$ cat config.mk
export PLATFORM = sky130hd
export DESIGN_NAME = block_two_dimensional_checksum_core
export DESIGN_NICKNAME = d
export VERILOG_FILES = /design/src/hdl/b2dc_pkg.sv /design/src/hdl/b2dc_sum_mem.sv /design/src/hdl/b2dc_ctrl.sv /design/src/hdl/block_two_dimensional_checksum_core.sv
export SDC_FILE = /design/constraint.sdc
export NUM_CORES = 2
export LEC_CHECK = 0
export BUFFER_PORTS_ARGS = -buffer_cell sky130_fd_sc_hd__buf_2
export CORE_MARGIN = 2
export CORE_UTILIZATION = 50
export DETAILED_ROUTE_END_ITERATION = 8
export GPL_TIMING_DRIVEN = 0
export PLACE_DENSITY = 0.75
export SETUP_SLACK_MARGIN = 0.15
export SLEW_MARGIN = 20
export SYNTH_ARGS = -nofsm -noshare
export SYNTH_HDL_FRONTEND = slang
export SYNTH_SLANG_ARGS = --single-unit
$ cat constraint.sdc
create_clock -name clock -period 5.9 [get_ports clock]
set_input_delay 0.59 -clock clock [delete_from_list [all_inputs] [get_ports clock]]
set_output_delay 0.59 -clock clock [all_outputs]
set_load 0.01 [all_outputs]
$ cat src/hdl/b2dc_pkg.sv
// Shared constants, state encoding and interface structs for the two-dimensional checksum core.
package b2dc_pkg;

   localparam int DEF_MAX_LINE_BYTES = 64;
   localparam int MIN_LINE_LEN = 3;
   localparam logic [6:0] LINE_LENGTH_RESET = 7'd61;

   localparam logic OP_READ = 1'b1;
   localparam logic LINE_DIAG = 1'b1;

   typedef enum logic [3:0] {
      ST_IDLE,
      ST_RD,
      ST_MOD_N,
      ST_MOD_X,
      ST_BYTE_RD,
      ST_BYTE_WR,
      ST_CL_RD,
      ST_CL_WR,
      ST_CL_END,
      ST_RESULT
   } ctl_state_type;

   typedef struct packed {
      logic rd_en;
      logic wr_en;
      logic clear;
   } mem_ctl_type;

   typedef struct packed {
      logic [7:0] check_byte;
      logic       group_closed;
   } result_type;

endpackage

$ cat src/hdl/b2dc_sum_mem.sv
// Sum memory: synchronous RAM with registered read data and per-entry valid bits; invalid entries read as zero.
module b2dc_sum_mem
   import b2dc_pkg::*;
#(
   parameter int DEPTH = DEF_MAX_LINE_BYTES + 1,
   parameter int AW    = $clog2(DEPTH)
) (
   input  logic          clock,
   input  logic          reset,
   input  mem_ctl_type   ctl,
   input  logic [AW-1:0] rd_addr,
   input  logic [AW-1:0] wr_addr,
   input  logic [7:0]    wr_data,
   output logic [7:0]    rd_data
);

   logic [7:0]       mem_ff [DEPTH];
   logic [DEPTH-1:0] valid_ff;
   logic [DEPTH-1:0] valid_in;
   logic [7:0]       rd_data_ff;
   logic             rd_valid_ff;

   always_comb begin
      valid_in = valid_ff;
      if (ctl.clear) begin
         valid_in = '0;
      end else if (ctl.wr_en) begin
         valid_in[wr_addr] = 1'b1;
      end
   end

   always_ff @(posedge clock) begin
      if (reset) begin
         valid_ff    <= '0;
         rd_valid_ff <= 1'b0;
      end else begin
         valid_ff <= valid_in;
         if (ctl.rd_en) begin
            rd_valid_ff <= valid_ff[rd_addr];
         end
      end
   end

   always_ff @(posedge clock) begin
      if (ctl.wr_en) begin
         mem_ff[wr_addr] <= wr_data;
      end
      if (ctl.rd_en) begin
         rd_data_ff <= mem_ff[rd_addr];
      end
   end

   assign rd_data = rd_valid_ff ? rd_data_ff : 8'd0;

endmodule

$ cat src/hdl/b2dc_ctrl.sv
// Sequencer: sum reads, slot reduction, read-modify-write of both sum memories and group closing.
module b2dc_ctrl
   import b2dc_pkg::*;
#(
   parameter int MAX_LINE_BYTES = DEF_MAX_LINE_BYTES,
   parameter int AW             = $clog2(MAX_LINE_BYTES + 1)
) (
   input  logic          clock,
   input  logic          reset,
   input  logic [AW-1:0] len,
   input  logic          req_valid,
   output logic          req_ready,
   input  logic          req_opcode,
   input  logic [7:0]    req_data_byte,
   input  logic          req_final_line,
   input  logic          req_read_line,
   input  logic [5:0]    req_read_index,
   input  logic          res_take,
   output logic          res_valid,
   output result_type    res,
   output mem_ctl_type   vert_ctl,
   output logic [AW-1:0] vert_rd_addr,
   output logic [AW-1:0] vert_wr_addr,
   output logic [7:0]    vert_wr_data,
   input  logic [7:0]    vert_rd_data,
   output mem_ctl_type   diag_ctl,
   output logic [AW-1:0] diag_rd_addr,
   output logic [AW-1:0] diag_wr_addr,
   output logic [7:0]    diag_wr_data,
   input  logic [7:0]    diag_rd_data
);

   localparam int XW = AW + 2;

   ctl_state_type state_ff, state_in;

   logic [AW-1:0] pos_ff, pos_in;
   logic [AW-1:0] line_ff, line_in;
   logic          clear_pend_ff, clear_pend_in;

   logic          op_ff, op_in;
   logic [7:0]    byte_ff, byte_in;
   logic          fin_ff, fin_in;
   logic          hit_ff, hit_in;
   logic          rline_ff, rline_in;
   logic [AW-1:0] raddr_ff, raddr_in;
   logic [AW-1:0] nacc_ff, nacc_in;
   logic [XW-1:0] xacc_ff, xacc_in;
   logic [AW-1:0] slot_ff, slot_in;
   logic [AW-1:0] m_ff, m_in;
   logic [AW-1:0] cl_addr_ff, cl_addr_in;
   logic [7:0]    cl_sub_ff, cl_sub_in;
   logic          closed_ff, closed_in;

   logic          accept;
   logic          last_byte;
   logic          do_close;
   logic          n_ge;
   logic          x_ge;
   logic          m_more;
   logic          rd_hit;
   logic [XW-1:0] x_init;
   logic [AW-1:0] miss_addr;

   assign accept    = req_valid && req_ready;
   assign last_byte = ((AW+1)'(pos_ff) + (AW+1)'(1)) >= (AW+1)'(len);
   assign do_close  = fin_ff || (((AW+1)'(line_ff) + (AW+1)'(1)) >= (AW+1)'(len));
   assign n_ge      = nacc_ff >= len;
   assign x_ge      = xacc_ff >= XW'(len);
   assign m_more    = m_ff < len;
   assign x_init    = XW'(pos_ff) + (XW'(len) << 1) + XW'(1) - XW'(nacc_ff);
   assign miss_addr = AW'((AW+1)'(len) + (AW+1)'(2) - (AW+1)'(m_ff));
   assign rd_hit    = (32'(req_read_index) < 32'(len))
                   && (32'(req_read_index) <= 32'(MAX_LINE_BYTES));

   // next state
   always_comb begin
      state_in = state_ff;
      unique case (state_ff)
         ST_IDLE: begin
            if (accept) begin
               state_in = (req_opcode == OP_READ) ? ST_RD : ST_MOD_N;
            end
         end
         ST_RD:      state_in = ST_RESULT;
         ST_MOD_N:   state_in = n_ge ? ST_MOD_N : ST_MOD_X;
         ST_MOD_X:   state_in = x_ge ? ST_MOD_X : ST_BYTE_RD;
         ST_BYTE_RD: state_in = ST_BYTE_WR;
         ST_BYTE_WR: state_in = (last_byte && do_close) ? ST_CL_RD : ST_RESULT;
         ST_CL_RD:   state_in = ST_CL_WR;
         ST_CL_WR:   state_in = m_more ? ST_CL_RD : ST_CL_END;
         ST_CL_END:  state_in = ST_RESULT;
         ST_RESULT:  state_in = res_take ? ST_IDLE : ST_RESULT;
         default:    state_in = ST_IDLE;
      endcase
   end

   // outputs
   always_comb begin
      req_ready    = 1'b0;
      res_valid    = 1'b0;
      vert_ctl     = '0;
      diag_ctl     = '0;
      vert_rd_addr = '0;
      vert_wr_addr = '0;
      vert_wr_data = '0;
      diag_rd_addr = '0;
      diag_wr_addr = '0;
      diag_wr_data = '0;
      unique case (state_ff)
         ST_IDLE: begin
            req_ready = 1'b1;
            if (req_valid && req_opcode != OP_READ && clear_pend_ff) begin
               vert_ctl.clear = 1'b1;
               diag_ctl.clear = 1'b1;
            end
         end
         ST_RD: begin
            vert_ctl.rd_en = 1'b1;
            diag_ctl.rd_en = 1'b1;
            vert_rd_addr   = raddr_ff;
            diag_rd_addr   = raddr_ff;
         end
         ST_BYTE_RD: begin
            vert_ctl.rd_en = 1'b1;
            diag_ctl.rd_en = 1'b1;
            vert_rd_addr   = pos_ff;
            diag_rd_addr   = slot_ff;
         end
         ST_BYTE_WR: begin
            vert_ctl.wr_en = (pos_ff != '0);
            vert_wr_addr   = pos_ff;
            vert_wr_data   = vert_rd_data - byte_ff;
            diag_ctl.wr_en = 1'b1;
            diag_wr_addr   = slot_ff;
            diag_wr_data   = diag_rd_data - byte_ff;
         end
         ST_CL_RD: begin
            diag_ctl.rd_en = 1'b1;
            diag_rd_addr   = cl_addr_ff;
         end
         ST_CL_WR: begin
            diag_ctl.wr_en = 1'b1;
            diag_wr_addr   = cl_addr_ff;
            diag_wr_data   = diag_rd_data - cl_sub_ff;
         end
         ST_CL_END: begin
            vert_ctl.wr_en = 1'b1;
            vert_wr_addr   = '0;
            vert_wr_data   = 8'(len);
            diag_ctl.wr_en = 1'b1;
            diag_wr_addr   = '0;
            diag_wr_data   = 8'(len) + 8'd2;
         end
         ST_RESULT: res_valid = 1'b1;
         default: begin
            req_ready = 1'b0;
         end
      endcase
   end

   always_comb begin
      res.check_byte   = 8'd0;
      res.group_closed = closed_ff;
      if (op_ff == OP_READ && hit_ff) begin
         res.check_byte = (rline_ff == LINE_DIAG) ? diag_rd_data : vert_rd_data;
      end
   end

   // datapath next values
   always_comb begin
      pos_in        = pos_ff;
      line_in       = line_ff;
      clear_pend_in = clear_pend_ff;
      op_in         = op_ff;
      byte_in       = byte_ff;
      fin_in        = fin_ff;
      hit_in        = hit_ff;
      rline_in      = rline_ff;
      raddr_in      = raddr_ff;
      nacc_in       = nacc_ff;
      xacc_in       = xacc_ff;
      slot_in       = slot_ff;
      m_in          = m_ff;
      cl_addr_in    = cl_addr_ff;
      cl_sub_in     = cl_sub_ff;
      closed_in     = closed_ff;
      case (state_ff)
         ST_IDLE: begin
            if (accept) begin
               op_in     = req_opcode;
               byte_in   = req_data_byte;
               fin_in    = req_final_line;
               hit_in    = rd_hit;
               rline_in  = req_read_line;
               raddr_in  = AW'(req_read_index);
               nacc_in   = line_ff;
               closed_in = 1'b0;
               if (req_opcode != OP_READ) begin
                  clear_pend_in = 1'b0;
               end
            end
         end
         ST_MOD_N: begin
            if (n_ge) begin
               nacc_in = nacc_ff - len;
            end else begin
               xacc_in = x_init;
            end
         end
         ST_MOD_X: begin
            if (x_ge) begin
               xacc_in = xacc_ff - XW'(len);
            end else begin
               slot_in = AW'(xacc_ff) + AW'(1);
            end
         end
         ST_BYTE_WR: begin
            if (last_byte) begin
               pos_in = '0;
               if (do_close) begin
                  line_in       = AW'(1);
                  clear_pend_in = 1'b1;
                  closed_in     = 1'b1;
                  cl_addr_in    = AW'(2);
                  cl_sub_in     = 8'(len);
                  m_in          = line_ff + AW'(1);
               end else begin
                  line_in = line_ff + AW'(1);
               end
            end else begin
               pos_in = pos_ff + AW'(1);
            end
         end
         ST_CL_WR: begin
            if (m_more) begin
               cl_addr_in = miss_addr;
               cl_sub_in  = 8'(m_ff);
               m_in       = m_ff + AW'(1);
            end
         end
         default: begin
            closed_in = closed_ff;
         end
      endcase
   end

   always_ff @(posedge clock) begin
      if (reset) begin
         state_ff      <= ST_IDLE;
         pos_ff        <= '0;
         line_ff       <= AW'(1);
         clear_pend_ff <= 1'b1;
      end else begin
         state_ff      <= state_in;
         pos_ff        <= pos_in;
         line_ff       <= line_in;
         clear_pend_ff <= clear_pend_in;
      end
   end

   always_ff @(posedge clock) begin
      op_ff      <= op_in;
      byte_ff    <= byte_in;
      fin_ff     <= fin_in;
      hit_ff     <= hit_in;
      rline_ff   <= rline_in;
      raddr_ff   <= raddr_in;
      nacc_ff    <= nacc_in;
      xacc_ff    <= xacc_in;
      slot_ff    <= slot_in;
      m_ff       <= m_in;
      cl_addr_ff <= cl_addr_in;
      cl_sub_ff  <= cl_sub_in;
      closed_ff  <= closed_in;
   end

endmodule

$ cat src/hdl/block_two_dimensional_checksum_core.sv
// Top level of the two-dimensional checksum core: config register, sequencer, sum memories, result register.
//
//   channel  ports                                              direction
//   csr      csr_valid/csr_ready, csr_line_length               in
//   req      req_valid/req_ready, opcode, data_byte, final_line,
//            read_line, read_index                              in
//   rsp      rsp_valid/rsp_ready, check_byte, group_closed      out
//
// A read transfer passes through ST_RD and ST_RESULT. A data byte first reduces the line number and
// then the diagonal slot modulo L by repeated subtraction of L, then read-modify-writes the sum memories;
// a closing byte adds one read-modify-write on the diagonal memory for entry 2 and one per missing line.
// Reset clears valid bits of both memories at once; no clearing pass.
// The result register lets the sequencer finish while rsp is stalled; it waits only to load.
module block_two_dimensional_checksum_core
   import b2dc_pkg::*;
#(
   parameter int MAX_LINE_BYTES = DEF_MAX_LINE_BYTES
) (
   input  logic       clock,
   input  logic       reset,
   input  logic       csr_valid,
   output logic       csr_ready,
   input  logic [6:0] csr_line_length,
   input  logic       req_valid,
   output logic       req_ready,
   input  logic       req_opcode,
   input  logic [7:0] req_data_byte,
   input  logic       req_final_line,
   input  logic       req_read_line,
   input  logic [5:0] req_read_index,
   output logic       rsp_valid,
   input  logic       rsp_ready,
   output logic [7:0] rsp_check_byte,
   output logic       rsp_group_closed
);

   localparam int AW = $clog2(MAX_LINE_BYTES + 1);

   logic [6:0]    line_length_ff, line_length_in;
   logic [AW-1:0] len;

   logic          rsp_valid_ff, rsp_valid_in;
   logic [7:0]    rsp_check_byte_ff;
   logic          rsp_group_closed_ff;

   logic          res_valid;
   logic          res_take;
   result_type    res;

   mem_ctl_type   vert_ctl, diag_ctl;
   logic [AW-1:0] vert_rd_addr, vert_wr_addr, diag_rd_addr, diag_wr_addr;
   logic [7:0]    vert_wr_data, vert_rd_data, diag_wr_data, diag_rd_data;

   assign csr_ready      = 1'b1;
   assign line_length_in = (csr_valid && csr_ready) ? csr_line_length : line_length_ff;

   always_comb begin
      if (line_length_ff < 7'(MIN_LINE_LEN)) begin
         len = AW'(MIN_LINE_LEN);
      end else if (32'(line_length_ff) > 32'(MAX_LINE_BYTES)) begin
         len = AW'(MAX_LINE_BYTES);
      end else begin
         len = AW'(line_length_ff);
      end
   end

   assign res_take     = !rsp_valid_ff || rsp_ready;
   assign rsp_valid_in = (res_valid && res_take) ? 1'b1 :
                         (rsp_ready ? 1'b0 : rsp_valid_ff);

   always_ff @(posedge clock) begin
      if (reset) begin
         line_length_ff <= LINE_LENGTH_RESET;
         rsp_valid_ff   <= 1'b0;
      end else begin
         line_length_ff <= line_length_in;
         rsp_valid_ff   <= rsp_valid_in;
      end
   end

   always_ff @(posedge clock) begin
      if (res_valid && res_take) begin
         rsp_check_byte_ff   <= res.check_byte;
         rsp_group_closed_ff <= res.group_closed;
      end
   end

   assign rsp_valid        = rsp_valid_ff;
   assign rsp_check_byte   = rsp_check_byte_ff;
   assign rsp_group_closed = rsp_group_closed_ff;

   b2dc_ctrl #(
      .MAX_LINE_BYTES (MAX_LINE_BYTES),
      .AW             (AW)
   ) u_ctrl (
      .clock          (clock),
      .reset          (reset),
      .len            (len),
      .req_valid      (req_valid),
      .req_ready      (req_ready),
      .req_opcode     (req_opcode),
      .req_data_byte  (req_data_byte),
      .req_final_line (req_final_line),
      .req_read_line  (req_read_line),
      .req_read_index (req_read_index),
      .res_take       (res_take),
      .res_valid      (res_valid),
      .res            (res),
      .vert_ctl       (vert_ctl),
      .vert_rd_addr   (vert_rd_addr),
      .vert_wr_addr   (vert_wr_addr),
      .vert_wr_data   (vert_wr_data),
      .vert_rd_data   (vert_rd_data),
      .diag_ctl       (diag_ctl),
      .diag_rd_addr   (diag_rd_addr),
      .diag_wr_addr   (diag_wr_addr),
      .diag_wr_data   (diag_wr_data),
      .diag_rd_data   (diag_rd_data)
   );

   b2dc_sum_mem #(
      .DEPTH (MAX_LINE_BYTES + 1),
      .AW    (AW)
   ) u_vert_mem (
      .clock   (clock),
      .reset   (reset),
      .ctl     (vert_ctl),
      .rd_addr (vert_rd_addr),
      .wr_addr (vert_wr_addr),
      .wr_data (vert_wr_data),
      .rd_data (vert_rd_data)
   );

   b2dc_sum_mem #(
      .DEPTH (MAX_LINE_BYTES + 1),
      .AW    (AW)
   ) u_diag_mem (
      .clock   (clock),
      .reset   (reset),
      .ctl     (diag_ctl),
      .rd_addr (diag_rd_addr),
      .wr_addr (diag_wr_addr),
      .wr_data (diag_wr_data),
      .rd_data (diag_rd_data)
   );

   // one item in flight: ready drops after every request transfer
   a_one_in_flight: assert property (@(posedge clock) disable iff (reset)
      (req_valid && req_ready) |=> !req_ready)
      else $error("request taken while an item is still in flight");

   a_no_result_idle: assert property (@(posedge clock) disable iff (reset)
      req_ready |-> !res_valid)
      else $error("sequencer offers a result while idle");

   a_result_loaded: assert property (@(posedge clock) disable iff (reset)
      (res_valid && res_take) |=> rsp_valid_ff)
      else $error("result handed over but not presented");

   a_close_no_byte: assert property (@(posedge clock) disable iff (reset)
      (rsp_valid_ff && rsp_group_closed_ff) |-> (rsp_check_byte_ff == 8'd0))
      else $error("group close reported together with a check byte");

endmodule

==> impl_table.tex <==
\begin{tabular}{lr}
\hline
Metric & Value \\
\hline
\multicolumn{2}{l}{\textbf{Timing}} \\
\quad Maximum clock skew at final layout & between 0.04 and 0.05 ns \\
\quad FMAX & 0.196 GHz \\
\quad Final number of max-transition violations & 0 \\
\quad Share of the cycle needed by the critical path after routing & 0.863 \\
\quad Final critical-path required period & 5.09 ns \\
\quad Setup repair after global routing missed its margin & no \\
\quad Slew at the pin with the worst max-slew slack & between 1 and 1.5 ns \\
\quad Final count of hold timing violations & 0 \\
\quad Final sum of negative setup slack & 0 ns \\
\quad Headroom to the max-slew limit & 0.172 \\
\quad Worst hold-check slack & 0.0397 ns \\
\quad Number of setup violations in the final report & 0 \\
\multicolumn{2}{l}{\textbf{Layout}} \\
\quad Most common library cell in the layout ignoring fill and taps & sky130\_fd\_sc\_hd\_\_edfxtp\_1 \\
\quad Share of cells above drive strength 1 & 0.0958 \\
\quad Layout area overhead & 13.1\% \\
\quad Post-route standard cell area excluding fillers & 61,800 um2 \\
\quad Leading cell types in the layout, fill and taps excluded & 1,128 x sky130\_fd\_sc\_hd\_\_edfxtp\_1, 774 x sky130\_fd\_sc\_hd\_\_nand2\_1, 228 x sky130\_fd\_sc\_hd\_\_nor2\_1, 180 x sky130\_fd\_sc\_hd\_\_a211oi\_1, 166 x sky130\_fd\_sc\_hd\_\_clkbuf\_1 \\
\quad Filler cell count in the final layout & 8,442 \\
\quad Combined area of the multi-input logic cells & between 15,000 and 20,000 um2 \\
\quad Net count reported at finish & 4,600 \\
\quad Final core utilization & 0.569 \\
\quad FF+latch area & 37,100 um2 \\
\multicolumn{2}{l}{\textbf{Min path}} \\
\quad Number of stages on the worst hold path & 1 \\
\quad Classification of the worst-slack hold path & primary input to register \\
\multicolumn{2}{l}{\textbf{Drt}} \\
\quad Antenna viol nets, final & 0 \\
\quad Number of detailed-routing iterations run before antenna repair & 6 \\
\quad DRT iter0 DRCs & 7,275 \\
\quad Total number of vias & around 40k \\
\quad Wire length after detailed routing & 181 mm \\
\quad Routed WL per cell & 30.1 um \\
\quad Number of vias per cell & approximately 6.6 \\
\quad Drc violations & 0 \\
\multicolumn{2}{l}{\textbf{Synth}} \\
\quad Post-Synthesis Cell Area & between 50,000 and 60,000 um2 \\
\quad Mean instance size in the synthesized netlist & 12.7 um2 \\
\quad Async SR Flop Fraction & 0 \\
\quad Warning count from the yosys run & 0 \\
\quad Mapped Cells & between 4k and 5k \\
\quad Number of synthesized register bits & 1,287 \\
\quad Fraction of the yosys area taken by sequential cells & 0.679 \\
\quad Post-synthesis cell type count & 80 \\
\quad Post-synth EDFFs & 1,128 \\
\quad Net Count, Synth & 4,402 \\
\quad Most instantiated flip-flop cell in the synthesis netlist & sky130\_fd\_sc\_hd\_\_edfxtp\_1 \\
\multicolumn{2}{l}{\textbf{Worst setup path}} \\
\quad WS Path Type & register to register \\
\quad Data arrival time at the worst-slack endpoint & 5.44 ns \\
\quad Sequence of cells on the critical path & inv\_1 > clkbuf\_1 > o21ai\_2 > inv\_1 > ha\_1 > nand2b\_1 > a21oi\_1 > maj3\_1 > o21bai\_1 > a41o\_1 > clkbuf\_1 > nand3\_1 > o21a\_1 > inv\_1 \\
\quad Worst-case reg-to-reg path depth & 14 \\
\quad Reg2Reg Setup Slack & 0.81 ns \\
\quad Stages on worst setup path & 14 \\
\quad Critical Path End Type & register \\
\quad Max incr delay on CP & 0.85 ns \\
\quad Worst setup path endpoint & u\_ctrl.m\_ff[6] \\
\quad Required time worst endpoint & about 6.3 ns \\
\quad Startpoint type of the worst setup path & register \\
\quad Beginning of the worst register-to-register path & line\_length\_ff[6] \\
\quad Cell repeated most along the worst path & sky130\_fd\_sc\_hd\_\_inv\_1 \\
\quad Largest delay share family, worst path & buffers and inverters \\
\quad Worst setup path start & line\_length\_ff[6] \\
\quad Worst flop-to-flop path endpoint & u\_ctrl.m\_ff[6] \\
\quad Crit Path Max Fanout & 21 \\
\quad Buffers plus inverters on the worst setup path & 5 \\
\quad Slowest-stage cell, CP & sky130\_fd\_sc\_hd\_\_clkbuf\_1 \\
\multicolumn{2}{l}{\textbf{Pwr}} \\
\quad Total power after layout & 0.0262 W \\
\quad Leakage component of the power & 20.5 nW \\
\quad Peak supply drop & 0.266 mV \\
\quad Ratio of total power to cell area & roughly 420 nW/um2 \\
\multicolumn{2}{l}{\textbf{Global routing}} \\
\quad Number of antenna violations at the first check in global routing & 11 \\
\quad First-pass GRT wire length & 256 mm \\
\quad Maximum number of pins on one net before global-route repair & 34 \\
\quad Via count of the first global-routing pass & 37.5k \\
\quad Global-route congestion overflow total & 0 \\
\quad Total Routing Usage GR & 0.318 \\
\multicolumn{2}{l}{\textbf{Place}} \\
\quad Detailed placement HPWL & 123 mm \\
\quad Placed Instance Area & 57,700 um2 \\
\quad Weighted congestion at the end of routability-driven global placement & 1.07 \\
\quad IO buf count & 37 \\
\multicolumn{2}{l}{\textbf{Clocking}} \\
\quad CTS tree & done \\
\quad Number of buffers on the longest clock path & 3 \\
\quad Later-pin clock latency in the skew report & about 0.74 ns \\
\quad Clock Sinks & 1,287 \\
\quad Clock input transition at the sequential cells of the worst setup and hold paths & about 0.060 ns \\
\quad Number of gates resized after cts & 0 \\
\quad H-tree levels & 3 \\
\quad Library cell used as clock root buffer & sky130\_fd\_sc\_hd\_\_clkbuf\_16 \\
\quad Total clock buffers created by CTS & 121 \\
\quad Post-CTS Setup Repair Bufs & 0 \\
\quad Post-cts hold buffer count & 0 \\
\multicolumn{2}{l}{\textbf{Run status}} \\
\quad Result of the run & finished, final reports clean \\
\multicolumn{2}{l}{\textbf{Floorplanning}} \\
\quad Horizontal die dimension & 334 um \\
\quad Row Count & 121 \\
\quad Total die area & 112,000 um2 \\
\quad Number of I/O pins & 41 \\
\quad Effective utilization at floorplan & 0.503 \\
\quad Height of the die & roughly 330 um \\
\quad Floorplan Core Area & $\sim$110,000 um2 \\
\multicolumn{2}{l}{\textbf{Job}} \\
\quad Count of maximum capacitance violations & 0 \\
\hline
\end{tabular}
state kept, by name, summed over array words and instances (netlist names), 8 cells and up:
register / count
u_diag_mem.mem_ff: 520
u_vert_mem.mem_ff: 520
u_diag_mem.valid_ff: 65
u_vert_mem.valid_ff: 65
u_ctrl.xacc_ff: 9
rsp_check_byte: 8
u_ctrl.byte_ff: 8
u_diag_mem.rd_data_ff: 8
u_vert_mem.rd_data_ff: 8
stage by stage:
stage               setup WS [ns]  std cells
global placement            -4.25       5740
global route                0.573       6008
finish                      0.811       6015
CTS                         0.839       6008
detailed placement          0.913       5778
floorplan                   0.192       4289
routing by layer:
| metal | routed length, um | global-route usage | vias up | share of wire |
|---|---|---|---|---|
| met5 | 30 | 0 | - | 0.00017 |
| met4 | 11900 | 0.176 | 6 | 0.066 |
| met3 | 27300 | 0.102 | 748 | 0.15 |
| met2 | 77100 | 0.464 | 3395 | 0.43 |
| met1 | 64700 | 0.422 | 19200 | 0.36 |
| li1 | - | - | 16500 | - |
report_power, final:
group	switching [W]	internal [W]	total, W	leakage, nW
clock	0.00350	0.00449	0.00799	1.93
sequential	0.000136	0.0103	0.0105	11.2
combinational	0.00559	0.00214	0.00773	7.39
total	0.00922	0.0170	0.0262	20.5
layout make-up:
cell class	count	share of cell area
sequential	1287	0.600
multi-input combinational	2674	0.264
clock buffer	175	0.0544
tap	1414	0.0286
buffer	266	0.0203
timing repair buffer	75	0.0184
clock inverter	55	0.0106
inverter	62	0.00377
antenna	7	0.000284
cell families (layout without fill, tap and decap cells):
kind of cell             count (synthesis)  in the layout  synth area share
adder cells (fa/ha/maj)                 87             87            0.0212
XOR/XNOR                                61             61           0.00978
other                                    1              8         0.0000687
multiplexers                            98             98            0.0229
AND/OR/NAND/NOR                       1481           1481             0.120
AO/OA/AOI/OAI                          946            946             0.121
buffers and inverters                  328            633            0.0271
flip-flops                            1287           1287             0.679
how the worst min path moves through the flow:
stage	endpoint	slack, ns	startpoint
global route	u_ctrl.byte_ff[3]	0.04	req_data_byte[3]
detailed placement	rsp_group_closed	0.42	u_ctrl.closed_ff
floorplan	rsp_group_closed	0.40	u_ctrl.closed_ff
CTS	u_ctrl.byte_ff[1]	0.02	req_data_byte[1]
global placement	rsp_group_closed	0.40	u_ctrl.closed_ff
finish	u_ctrl.byte_ff[1]	0.04	req_data_byte[1]
synth_stat cells, types with 34 or more instances:
cell type | n | area share
sky130_fd_sc_hd__o21ai_0 | 91 | 0.0083
sky130_fd_sc_hd__buf_2 | 100 | 0.0092
sky130_fd_sc_hd__xnor2_1 | 43 | 0.0069
sky130_fd_sc_hd__ha_1 | 74 | 0.017
sky130_fd_sc_hd__a21oi_1 | 158 | 0.014
sky130_fd_sc_hd__edfxtp_1 | 1128 | 0.62
sky130_fd_sc_hd__nor3_1 | 50 | 0.0046
sky130_fd_sc_hd__nor2_1 | 230 | 0.016
sky130_fd_sc_hd__inv_1 | 61 | 0.0042
sky130_fd_sc_hd__and2_1 | 152 | 0.017
sky130_fd_sc_hd__dfxtp_1 | 159 | 0.058
sky130_fd_sc_hd__nand3_1 | 162 | 0.015
sky130_fd_sc_hd__a211oi_1 | 180 | 0.025
sky130_fd_sc_hd__nand2_1 | 774 | 0.053
sky130_fd_sc_hd__a31oi_1 | 89 | 0.010
sky130_fd_sc_hd__clkbuf_1 | 125 | 0.0086
sky130_fd_sc_hd__and3_1 | 38 | 0.0044
sky130_fd_sc_hd__a311oi_1 | 105 | 0.017
sky130_fd_sc_hd__a22oi_1 | 34 | 0.0047
sky130_fd_sc_hd__mux2i_1 | 69 | 0.013
sky130_fd_sc_hd__o21a_1 | 134 | 0.018
(Power assumes the default switching activity.)
